## config.mk

```make
export PLATFORM = sky130hd
export DESIGN_NAME = sacl_ram
export DESIGN_NICKNAME = d
export VERILOG_FILES = /design/src/sv/sacl_ram.sv
export SDC_FILE = /design/constraint.sdc
export NUM_CORES = 1
export LEC_CHECK = 0
export BUFFER_PORTS_ARGS = -buffer_cell sky130_fd_sc_hd__buf_2
export CAP_MARGIN = 20
export CELL_PAD_IN_SITES_DETAIL_PLACEMENT = 2
export CELL_PAD_IN_SITES_GLOBAL_PLACEMENT = 2
export CORE_MARGIN = 4
export CORE_UTILIZATION = 41
export DETAILED_ROUTE_END_ITERATION = 8
export GPL_TIMING_DRIVEN = 0
export PLACE_DENSITY_LB_ADDON = 0.1
export SYNTH_ARGS = -nofsm -noshare
export SYNTH_HDL_FRONTEND = slang
export SYNTH_SLANG_ARGS = --single-unit
```

## constraint.sdc

```tcl
create_clock -name clk -period 3.5 [get_ports clk]
set_clock_uncertainty 0.15 [all_clocks]
set_input_delay 0.175 -clock clk [delete_from_list [all_inputs] [get_ports clk]]
set_output_delay 0.175 -clock clk [all_outputs]
set_load 0.01 [all_outputs]
```

## src/sv/sacl_ram.sv

```systemverilog
`default_nettype none
// ----------------------------------------------------------------------------
// sacl_ram
// simple dual-port ram, one write and one registered read per cycle
// ----------------------------------------------------------------------------
module sacl_ram #(
	parameter int WIDTH = 8,
	parameter int DEPTH = 16
) (
	input  wire logic                                       clk,
	input  wire logic                                       we,
	input  wire logic [((DEPTH > 1) ? $clog2(DEPTH) : 1)-1:0] waddr,
	input  wire logic [WIDTH-1:0]                           wdata,
	input  wire logic                                       re,
	input  wire logic [((DEPTH > 1) ? $clog2(DEPTH) : 1)-1:0] raddr,
	output      logic [WIDTH-1:0]                           rdata_q
);

	logic [WIDTH-1:0] mem [DEPTH];

	// read data holds while re is low
	always_ff @(posedge clk) begin
		if (we) begin
			mem[waddr] <= wdata;
		end
		if (re) begin
			rdata_q <= mem[raddr];
		end
	end

endmodule
`default_nettype wire

```

# After elaboration in Yosys (flattened, before gate mapping)
# Memories as Yosys holds them, arrays and structs flattened. A register that Yosys moved wholly into a read port is not among the register bits.
# Index checks and enable logic that the tools add are counted.
# W data, S select, Z words.
[totals] register_bits=0 out_inout_bits=8 memories=1 ramBits=128 word_cells=3 input_bits=19
[op_classes] n_mux=2
[memory_table] memory="mem" depth=16 word_bits=8 read_ports=1 rd_ports_with_merged_regs=1 wr=1 line="19" source="logic [WIDTH-1:0] mem [DEPTH];"
[op_table] cell="$mux W1" count=2

# Longest topological paths before layout
[logic_depth] depth_word=2 ltp_mapped=5

# Worst setup path after synthesis
# Ideal clock, no wire load.
[synth_path] path_kind="input port to flip-flop" startpoint="input waddr[2] (netlist bit)" endpoint="memory mem[0][0] (enable)" required_ns=2.967 path_buffers=0 t_arrival_ns=1.285 cell_stages=2 setup_slack_ns=1.682 cell_sequence="or3b_2 > nor3_1"
[synth_lines] element="start: declaration" line="12" source="input wire logic [((DEPTH > 1) ? $clog2(DEPTH) : 1)-1:0] waddr,"
[synth_lines] element="end: declaration" line="19"
# Straight into the memory's write port.

==> impl_metrics.csv <==
group,metric,value,unit
final_layout,diodes,0,
final_layout,drive_gt1_frac,0.267,
pwr,combPwrFrac,0.053,
sta,finalMaxSlewViolations,0,
die,die_area,14600,sq um
synthesis,ys.warnings.count,0,
die,rows,40,
drt,drtIter0Drc,139,
synthesis,syn_nets,248,
pwr,p_leak,2.01,nW
pwr,total_power,0.00350,W
die,ios,27,
sta,setup_viol,0,
pwr,clkPwrFrac,0.419,
final_layout,regArea,4080,sq um
die,die_h,121,microns
synthesis,synth_largest_area_cell,"edfxtp_1",
pwr,vdd_ir_drop_max,0.357,mV
final_layout,area_growth_syn_to_layout,16.2,%
global_route,overflow,0,
drt,firstDrtPassIters,5,
die,core,12300,sq um
synthesis,synth_compound_area_frac,0.0230,
pwr,p_int,0.00278,W
synthesis,synth_fa_ha_area_frac,0,
die,initial_core_util,0.426,
sta,finalSetupTns,0,ns
synthesis,synth_mux_area_frac,0.148,
sta,rsz0062_at_grt,"false",
placed_design,dp_hpwl,7980,microns
worst_setup_path,path_max_fanout,1,
sta,fin_crit,1.76,ns
pwr,switchingPower,0.000714,W
worst_setup_path,crit_path_start_kind,"flip-flop",
global_route,grt_pass1_wl,17700,microns
placed_design,gp_congestion,0.674,
sta,fin_crit_sh,0.503,
global_route,grt_pass1_vias,2688,
clocking,cts_tree,"built",
final_layout,layout.nets,296,
clocking,cts.sinks,136,
final_layout,final_cell_mix,"edfxtp_1, buf_2, mux4_2, clkbuf_16, a22oi_1",
clocking,cts_buffer_depth,2,
drt,drc,0,
global_route,grt_max_degree,17,
synthesis,synth-simple-area-share,0.0314,
drt,wl_per_cell,25.8,microns
synthesis,synth_top_family_by_area,"multiplexers",
worst_setup_path,required,3.50,ns
synthesis,synth_area,5230,sq um
clocking,post_cts_buffers,0,
pwr,p_seq_frac,0.528,
clocking,path_clk_slew,0.05,ns
final_layout,multi_input_area,1060,sq um
job,max_cap_viol_count,0,
clocking,htree_levels,4,
pwr,powerDensity,576,nW/um^2
hold_path,holdPathStages,1,
synthesis,synthTopCellsByArea,"edfxtp_1, mux4_2, mux4_1",
placed_design,numPortBuffers,25,
drt,routed_wl,11800,microns
drt,via_per_inst,5.43,
pwr,swShare,0.204,
synthesis,synth.top_cell.area_share,0.781,
sta,tightest_slew,0.884,ns
die,fp.dieW,121,microns
global_route,antenna_found_initial,0,
final_layout,mostFrequentLayoutCell,"edfxtp_1",
synthesis,ys_seq_area_frac,0.781,
sta,slew_headroom,0.408,
sta,finalHoldViolCount,0,
synthesis,ys_types,18,
worst_setup_path,r2r_cells,3,
global_route,grtUsageTotal,0.177,
worst_setup_path,worstSetupEndpointType,"flip-flop",
drt,ant_nets,0,
synthesis,synth.ff_latch_count,136,
clocking,cts_resized,0,
sta,max_freq,0.568,GHz
worst_setup_path,path_class,"reg -> reg",
clocking,clock-root-buffer,"clkbuf_16",
status,status,"finished clean",
synthesis,netlist_instances,229,
hold_path,hp-class,"in -> reg",
clocking,numCtsBuffers,17,
worst_setup_path,critical_path_arrival,1.76,ns
clocking,worstSkewPairLatency,0.41,ns
synthesis,synth_xor_area_frac,0,
final_layout,fillers,1072,
synthesis,avgSynthCellArea,22.8,sq um
drt,vias,2475,
clocking,ctsHoldBuffers,1,
## flip-flops by register name (all words and copies together) (netlist names)
| register | count |
|---|---|
| rdata_q | 8 |
| mem | 128 |
## cells in the mapped netlist
cell and count:
a22oi_1 16, and2_1 1, and2b_1 1, buf_2 3
buf_4 1, buf_6 3, clkdlybuf4s25_2 3, edfxtp_1 136
mux4_1 14, mux4_2 18, nand2_1 9, nand2b_1 2
nand3_1 1, nand3b_1 2, nor2_1 13, nor2b_1 1
nor3_1 4, or3b_2 1
## power groups by stage
stage	combinational, W	clock [W]	sequential [W]
4_1_cts	0.000189	0.00150	0.00185
5_1_grt	0.000201	0.00157	0.00185
2_1_floorplan	0.0000926	0	0.00188
6_report	0.000184	0.00147	0.00185
3_5_place_dp	0.000187	0	0.00188
3_3_place_gp	0.000178	0	0.00187
## metal layers
layer	GRT usage	vias up	share of wire	wire, microns
met4	0.0722	0	0.018	212
met2	0.274	58	0.49	5750
met5	0	-	0	0
met3	0.0438	18	0.040	468
met1	0.240	1323	0.45	5330
li1	-	1076	-	-
## critical path, stage by stage (launching register included)
cell	delay, ns
edfxtp_1	0.36
mux4_1	0.57
a22oi_1	0.30
nand2_1	0.11
## final cells by class
class | count | share of cell area
sequential | 136 | 0.672
multi-input combinational | 83 | 0.175
clock buffer | 21 | 0.0725
tap | 168 | 0.0346
timing repair buffer | 29 | 0.0255
buffer | 10 | 0.0142
clock inverter | 9 | 0.00597
## logic make-up (layout without fill, tap and decap cells)
family          after synthesis  after routing
flops                       136            136
simple gates                 35             35
mux                          32             32
compound gates               16             16
buf+inv                      10             69
## path summary, 6_finish.rpt
| kind | from | end | slack [ns] |
|---|---|---|---|
| hold / removal | wdata[6] | mem[7][6]$_DFFE_PP_ | 0.02 |
| setup / recovery | mem[5][3]$_DFFE_PP_ | rdata_q[3]$_DFFE_PP_ | 1.74 |
| setup reg to reg | mem[5][3]$_DFFE_PP_ | rdata_q[3]$_DFFE_PP_ | 1.74 |
| hold reg to reg | mem[11][0]$_DFFE_PP_ | rdata_q[0]$_DFFE_PP_ | 0.63 |
## metrics by stage
| stage | std cells | setup slack [ns] | instance area, sq um | utilization | hold WS [ns] |
|---|---|---|---|---|---|
| floorplan | 229 | 1.68 | 5230 | - | 0.124 |
| global placement | 422 | 0.958 | 5560 | 0.454 | 0.369 |
| detailed placement | 425 | 1.42 | 5590 | 0.456 | 0.381 |
| CTS | 456 | 1.71 | 6070 | 0.495 | 0.00301 |
| global route | 456 | 1.68 | 6070 | 0.495 | 0.0174 |
| finish | 456 | 1.74 | 6070 | 0.495 | 0.0171 |
(Power assumes the default switching activity.)
