<file path="src/sv/sacl_pkg.sv">
`default_nettype none
// ----------------------------------------------------------------------------
// sacl_pkg
// types, codes and defaults of the set-associative cache tag engine
// ----------------------------------------------------------------------------
package sacl_pkg;

	// default geometry
	localparam int WAYS_DEF     = 4;
	localparam int SETS_DEF     = 256;
	localparam int TAG_BITS_DEF = 48;

	// fixed field widths of the channels
	localparam int SET_IDX_W  = 8;
	localparam int LINE_TAG_W = 48;
	localparam int WAY_OUT_W  = 2;
	localparam int SET_IDX_N  = 2 ** SET_IDX_W;

	localparam logic MODE_ACCESS = 1'b0;
	localparam logic MODE_INVAL  = 1'b1;

	typedef enum logic [1:0] {
		OUT_HIT     = 2'd0,
		OUT_FILL    = 2'd1,
		OUT_REPLACE = 2'd2,
		OUT_INVAL   = 2'd3
	} outcome_t;

	typedef enum logic [2:0] {
		ST_INIT,
		ST_IDLE,
		ST_LOOKUP,
		ST_SWEEP,
		ST_INV_RESP
	} state_t;

	typedef struct packed {
		logic                  mode;
		logic [SET_IDX_W-1:0]  set_index;
		logic [LINE_TAG_W-1:0] line_tag;
		logic                  is_write;
	} req_t;

	typedef struct packed {
		outcome_t              outcome;
		logic [WAY_OUT_W-1:0]  way;
		logic                  writeback;
		logic [LINE_TAG_W-1:0] victim_tag;
	} rsp_t;

endpackage
`default_nettype wire

</file>
<file path="src/sv/sacl_lookup.sv">
`default_nettype none
// ----------------------------------------------------------------------------
// sacl_lookup
// way selection and true lru update for one set row
// ----------------------------------------------------------------------------
module sacl_lookup #(
	parameter int WAYS     = sacl_pkg::WAYS_DEF,
	parameter int TAG_BITS = sacl_pkg::TAG_BITS_DEF
) (
	input  wire logic [2*WAYS+WAYS*$clog2(WAYS)-1:0] row,
	input  wire logic [WAYS*TAG_BITS-1:0]            tags,
	input  wire logic [TAG_BITS-1:0]                 tag,
	input  wire logic                                is_write,
	output      logic [2*WAYS+WAYS*$clog2(WAYS)-1:0] new_row,
	output      logic [WAYS*TAG_BITS-1:0]            new_tags,
	output      logic                                tag_we,
	output      sacl_pkg::rsp_t                      rsp
);

	localparam int WAY_W = $clog2(WAYS);
	localparam int LRU_LO = 2 * WAYS;

	logic [WAYS-1:0]     valid;
	logic [WAYS-1:0]     dirty;
	logic [WAY_W-1:0]    order [WAYS];
	logic [TAG_BITS-1:0] tag_arr [WAYS];
	logic [WAYS-1:0]     hit_vec;

	always_comb begin
		valid = row[WAYS-1:0];
		dirty = row[2*WAYS-1:WAYS];
		for (int p = 0; p < WAYS; p++) begin
			order[p]   = row[LRU_LO + p*WAY_W +: WAY_W];
			tag_arr[p] = tags[p*TAG_BITS +: TAG_BITS];
			hit_vec[p] = valid[p] && (tag_arr[p] == tag);
		end
	end

	logic             hit;
	logic             free;
	logic [WAY_W-1:0] hit_way;
	logic [WAY_W-1:0] free_way;
	logic [WAY_W-1:0] victim;
	logic [WAY_W-1:0] way_sel;
	logic [WAY_W-1:0] pos;
	logic [WAYS-1:0]  sel_mask;
	logic [WAYS-1:0]  nvalid;
	logic [WAYS-1:0]  ndirty;

	always_comb begin
		hit      = 1'b0;
		free     = 1'b0;
		hit_way  = '0;
		free_way = '0;
		// downward scan leaves the lowest-numbered way
		for (int w = WAYS-1; w >= 0; w--) begin
			if (hit_vec[w]) begin
				hit     = 1'b1;
				hit_way = WAY_W'(w);
			end
			if (!valid[w]) begin
				free     = 1'b1;
				free_way = WAY_W'(w);
			end
		end
		victim = (order[WAYS-1] < WAYS) ? order[WAYS-1] : '0;

		if (hit) begin
			way_sel = hit_way;
		end else if (free) begin
			way_sel = free_way;
		end else begin
			way_sel = victim;
		end

		pos = WAY_W'(WAYS - 1);
		if (hit || free) begin
			for (int p = 0; p < WAYS; p++) begin
				if (order[p] == way_sel) begin
					pos = WAY_W'(p);
				end
			end
		end

		sel_mask = WAYS'(1) << way_sel;
		if (hit) begin
			nvalid = valid;
			ndirty = is_write ? (dirty | sel_mask) : dirty;
		end else begin
			nvalid = valid | sel_mask;
			ndirty = is_write ? (dirty | sel_mask) : (dirty & ~sel_mask);
		end

		new_row[WAYS-1:0]      = nvalid;
		new_row[2*WAYS-1:WAYS] = ndirty;
		// move the chosen way to the front, entries above it slide down
		for (int p = 0; p < WAYS; p++) begin
			if (p == 0) begin
				new_row[LRU_LO +: WAY_W] = way_sel;
			end else if (pos >= WAY_W'(p)) begin
				new_row[LRU_LO + p*WAY_W +: WAY_W] = order[p-1];
			end else begin
				new_row[LRU_LO + p*WAY_W +: WAY_W] = order[p];
			end
		end

		for (int w = 0; w < WAYS; w++) begin
			new_tags[w*TAG_BITS +: TAG_BITS] = (way_sel == WAY_W'(w)) ? tag : tag_arr[w];
		end
		tag_we = !hit;

		rsp.way = sacl_pkg::WAY_OUT_W'(way_sel);
		if (hit) begin
			rsp.outcome    = sacl_pkg::OUT_HIT;
			rsp.writeback  = 1'b0;
			rsp.victim_tag = '0;
		end else if (free) begin
			rsp.outcome    = sacl_pkg::OUT_FILL;
			rsp.writeback  = 1'b0;
			rsp.victim_tag = '0;
		end else begin
			rsp.outcome    = sacl_pkg::OUT_REPLACE;
			rsp.writeback  = dirty[victim];
			rsp.victim_tag = sacl_pkg::LINE_TAG_W'(tag_arr[victim]);
		end
	end

endmodule
`default_nettype wire

</file>
<file path="config.mk">
export PLATFORM = sky130hd
export DESIGN_NAME = sacl_lookup
export DESIGN_NICKNAME = d
export VERILOG_FILES = /design/src/sv/sacl_pkg.sv /design/src/sv/sacl_lookup.sv
export SDC_FILE = /design/constraint.sdc
export NUM_CORES = 1
export LEC_CHECK = 0
export BUFFER_PORTS_ARGS = -buffer_cell sky130_fd_sc_hd__buf_2
export CAP_MARGIN = 20
export CORE_AREA = 2 2 203 205
export DETAILED_ROUTE_END_ITERATION = 12
export DIE_AREA = 0 0 205 207
export PLACE_DENSITY = 0.5
export SYNTH_ARGS = -nofsm -noshare
export SYNTH_HDL_FRONTEND = slang
export SYNTH_SLANG_ARGS = --single-unit
export TNS_END_PERCENT = 30
</file>
<file path="constraint.sdc">
create_clock -name vclk -period 2.5
set_input_delay 0.125 -clock vclk [all_inputs]
set_output_delay 0.125 -clock vclk [all_outputs]
set_load 0.01 [all_outputs]
</file>
After elaboration in Yosys (flattened, before gate mapping)
Cells that the tools add are included.
{"block": "op_classes", "n_shift": 1, "order_cmp": 5, "n_eq_ne": 11, "n_bitwise": 5, "muxes": 43, "n_reduce_logical": 7}
{"cell": "48-bit two-way mux", "count": 6}
{"cell": "48-bit == test", "count": 4}
{"cell": "49-bit two-way mux", "count": 2}
{"cell": "48-bit binary-select mux with 2-bit select", "count": 1}
{"cell": "2-bit two-way mux", "count": 20}
{"cell": "4-bit two-way mux", "count": 4}
{"cell": "1-bit two-way mux", "count": 9}
{"cell": "2-bit == test", "count": 4}
{"cell": "4-bit bitwise OR", "count": 2}
{"cell": "4-bit bitwise AND", "count": 1}
{"cell": "2-bit == test, second input constant", "count": 2}
{"cell": "2-bit >= comparator, second input constant", "count": 2}
{"cell": "1-bit logical AND", "count": 4}
{"cell": "4-bit NOT", "count": 1}
{"cell": "1-bit by 2-bit << shifter with 4-bit output, first input constant", "count": 1}
{"cell": "3-bit >= comparator, second input constant", "count": 1}
{"cell": "2-bit by 3-bit < comparator with 1-bit output, second input constant", "count": 1}
{"cell": "2-bit NOT with 3-bit output", "count": 1}
{"cell": "1-bit binary-select mux with 2-bit select", "count": 1}
{"cell": "2-bit by 1-bit == test with 1-bit output, second input constant", "count": 1}
{"cell": "2-bit by 1-bit >= comparator with 1-bit output, second input constant", "count": 1}
{"cell": "2-bit zero test", "count": 1}
{"cell": "1-bit zero test", "count": 1}
{"cell": "1-bit logical OR", "count": 1}
{"block": "word_totals", "in_bits": 257, "reg_bits": 0}

Longest topological paths before layout
{"block": "depth", "depth_word": 15, "depth_mapped": 12, "mapped_depth_nobuf": 10}

Least setup slack after synthesis
Ideal clock, no wire load.
{"block": "synth_path", "path_kind": "input to output", "startpoint": "in tag[23]", "endpoint": "out new_row[12]", "path_buffers": 2, "t_arrival_ns": 2.616, "cell_stages": 12, "setup_slack_ns": -0.241, "required_time_ns": 2.375, "cell_sequence": "clkbuf_1 xnor2_1 nand4_1 or4_4 nor4_4 a21oi_1 and2_4 buf_6 xnor2_2 a22oi_1 nor2b_4 mux2_4"}
{"block": "synth_between", "elab_chain_cells": 15, "word_cells_on_any_way": 29}
{"element": "from (decl)", "line_no": "sacl_lookup.sv:12", "rtl": "input wire logic [TAG_BITS-1:0] tag,"}
{"element": "48-bit == test", "line_no": "sacl_lookup.sv:35", "rtl": "hit_vec[p] = valid[p] && (tag_arr[p] == tag);"}
{"element": "1-bit logical AND", "line_no": "sacl_lookup.sv:35"}
{"element": "2-bit two-way mux / 1-bit two-way mux (equally long branches) (4 in a row)", "line_no": "sacl_lookup.sv:57", "rtl": "if (hit_vec[w]) begin"}
{"element": "2-bit two-way mux (*)", "line_no": "sacl_lookup.sv:68", "rtl": "if (hit) begin"}
{"element": "via new_row[9]", "line_no": "sacl_lookup.sv:14", "rtl": "output logic [2*WAYS+WAYS*$clog2(WAYS)-1:0] new_row,"}
{"element": "2-bit == test", "line_no": "sacl_lookup.sv:79", "rtl": "if (order[p] == way_sel) begin"}
{"element": "2-bit two-way mux (3 in a row)", "line_no": "sacl_lookup.sv:79"}
{"element": "2-bit two-way mux (*)", "line_no": "sacl_lookup.sv:79"}
{"element": "2-bit two-way mux (*)", "line_no": "sacl_lookup.sv:77", "rtl": "if (hit || free) begin"}
{"element": "2-bit >= comparator (*)", "line_no": "sacl_lookup.sv:100", "rtl": "end else if (pos >= WAY_W'(p)) begin"}
{"element": "2-bit two-way mux (*)", "line_no": "sacl_lookup.sv:100"}
{"element": "to (decl)", "line_no": "sacl_lookup.sv:14"}
The timed path passes the listed nets; every way through them passes the cells marked *.

Worst setup path in the final report
{"block": "layout_path", "startpoint": "in tag[23]", "endpoint": "out new_tags[93]"}
{"block": "layout_between", "elab_chain_cells": 9, "word_cells_on_any_way": 19}
{"element": "48-bit == test", "line_no": "sacl_lookup.sv:35"}
{"element": "1-bit logical AND", "line_no": "sacl_lookup.sv:35"}
{"element": "2-bit two-way mux / 1-bit two-way mux (equally long branches) (4 in a row)", "line_no": "sacl_lookup.sv:57"}
{"element": "2-bit two-way mux (*)", "line_no": "sacl_lookup.sv:68"}
{"element": "2-bit by 1-bit == test with 1-bit output (*)", "line_no": "sacl_lookup.sv:108", "rtl": "new_tags[w*TAG_BITS +: TAG_BITS] = (way_sel == WAY_W'(w)) ? tag : tag_arr[w];"}
{"element": "48-bit two-way mux (*)", "line_no": "sacl_lookup.sv:108"}
{"element": "to (decl)", "line_no": "sacl_lookup.sv:15", "rtl": "output logic [WAYS*TAG_BITS-1:0] new_tags,"}
Every way passes the cells marked *; elsewhere a longest branch is shown, timed or not.

==> results.ini <==
[floorplan]
core-area_um2=40370
initial_core_util_pct=16.39
die_h_um=207
die_w_um=205
rows=74
io_pins=519
dieArea_um2=42440

[setup_path]
startpoint=tag[23]
cp_data_required_time_ns=2.38
worst_ep_arrival_time_ns=3.10
path_cells=buf_2 > buf_6 > xnor2_2 > buf_4 > nand4_1 > nor4_1 > buf_4 > nand4_1 > buf_6 > a21boi_4 > o21bai_4 > buf_12 > or2_2 > buf_4 > mux2_1 > buf_2
end_kind=output pin
start_kind=primary input
critical_path_buf_inv_count=8
slowest_stage=or2_2
worst_path_most_repeated_cell=buf_4
criticalPathCategory=in -> out
cpPeakStageDelay_ns=0.41
cp_max_fo=5
path_delay_family=buffers and inverters

[route]
wirelength_um=57790
wl_per_cell_um=28.00
first_iter_violations=552
drtPass1Iterations=5
viasPerCell=4.721
postRouteAntennaNets=0
num_vias=9745
drc=0

[sta]
rsz0062_at_grt=yes
hold_viol=0
fin_crit_sh_pct=129.2
slew_viol_final=0
fmax_ghz=0.3097
min_period_ns=3.229
worst_pin_slew_ns=0.6331
maxSlewHeadroom_pct=57.79
fin_ws_ns=-0.7294
setup_viol=258
hold_ws_ns=0.5740

[pwr]
p_sw_share_pct=48.07
seqPwrFrac_pct=0
power.leakage_nw=7.277
switchingPower_mw=1.646
powerDensity_nw_per_um2=236.4
ir_drop_uv=98.06
p_clk_share_pct=0
combPwrFrac_pct=100.0
p_int_mw=1.778

[placed_design]
placed_area_um2=12000
gp_congestion=0.8845
hpwl_um=46880
io_buffers=519

[final_layout]
nets=1790
drive_gt1_share_pct=75.51
n_clock_buffer=0
syn2layout_area_growth_pct=118.8
seqCellArea_um2=0
seq_cells=0
design_area_um2=14480

[logic_synthesis]
yosysMostFrequentCell=xnor2_1
synth_top_cells_by_count=xnor2_1, mux2_2, mux2_1, xor2_1, clkbuf_1
synth_area_leader_cell=mux4_2
synth_top_area_share_pct=16.68
yosys_warnings=0
avgSynthCellArea_um2=8.650
syn-num-nets=1022
ys_top_cells_by_area=mux4_2, xnor2_1, mux2_2, mux2_1, xor2_1
ys_types=54
synthCells=765
syn_area_um2=6618
ys_seq_area_share_pct=0

[global_route]
grt_max_degree=54
grt_pass1_vias=10050
grtUsageTotal_pct=25.09
grt.overflow.total=0
antenna_found_initial=0
grt_pass1_wl_um=76310

[flow_run]
maxCapViolCount=0

[worst_hold_path]
hold_start=tags[15]
hp-class=in -> out

[status]
violations=negative setup slack
status=finished, violations left

## layer usage
metal  global-route usage [%]  part of all wire (%)
met1                    32.91                    43
met3                    1.919                   5.0
met4                    3.175                   2.1
met2                    45.62                    49
met5                        0                     0
## placed cells by master (no fill, tap or decap), drive strengths merged, types with 3 or more instances in the layout
master,instances
xor2,58
o211ai,3
nand3,6
and3,49
buf,852
xnor2,118
o21bai,5
inv,23
o22ai,3
nand2,42
mux2,167
nor4,19
a22oi,5
nor3,5
o2111ai,4
a21boi,4
mux4,49
o21ai,40
clkbuf,5
nand2b,11
nand4,30
nor2b,6
a2111oi,3
nor2,4
## final cells by class
type / count / area [µm²]
diodes: 1 / 2.502
fillers: 4222 / 25890
inverters: 24 / 96.34
multi-input cells: 650 / 7400
well taps: 532 / 665.6
repair buffers: 857 / 6315
## final timing paths
kind / endpoint / cells past startpoint / slack (ns)
worst min-delay path: new_tags[15] / 3 / 0.57
worst max-delay path: new_tags[93] / 16 / -0.73
## cell families (layout without fill, tap and decap cells)
logic type	after synthesis	in the layout	synth area share, %
AOI/OAI and AO/OA	78	78	7.809
xor gates and xnor gates	176	176	23.52
buffers and inverters	116	881	7.809
muxes	217	217	45.36
other	0	1	0
and+or+nand+nor	178	179	15.50
## what timing repair did
item / CTS / global route
cloned: 6 / 6
gates resized for setup: 200 / 193
setup endpoints to repair: 262 / 261
hold buffers: 0 / 0
pin swaps: 23 / 34
buffers inserted: 17 / 11
## per-stage QoR
step                      total power [mW]  cells  util [%]  TNS (ns)  worst slack [ns]
after floorplan                      1.164    765         -         0           0.01834
after global placement               2.712   2032     29.73   -251.87            -1.167
after detailed placement             2.712   2032     29.73   -245.79            -1.173
after CTS                            3.143   2051     33.13   -134.48           -0.7401
after global routing                 3.584   2063     35.86   -157.48           -0.7753
final                                3.423   2064     35.87   -135.34           -0.7294
## power by group through the flow
stage | Combinational (mW) | Clock (mW) | Sequential (mW)
2_1_floorplan | 1.16 | 0 | 0
4_1_cts | 3.14 | 0 | 0
3_3_place_gp | 2.71 | 0 | 0
3_5_place_dp | 2.71 | 0 | 0
6_report | 3.42 | 0.0000000232 | 0
5_1_grt | 3.58 | 0 | 0
(Power assumes the default switching activity.)
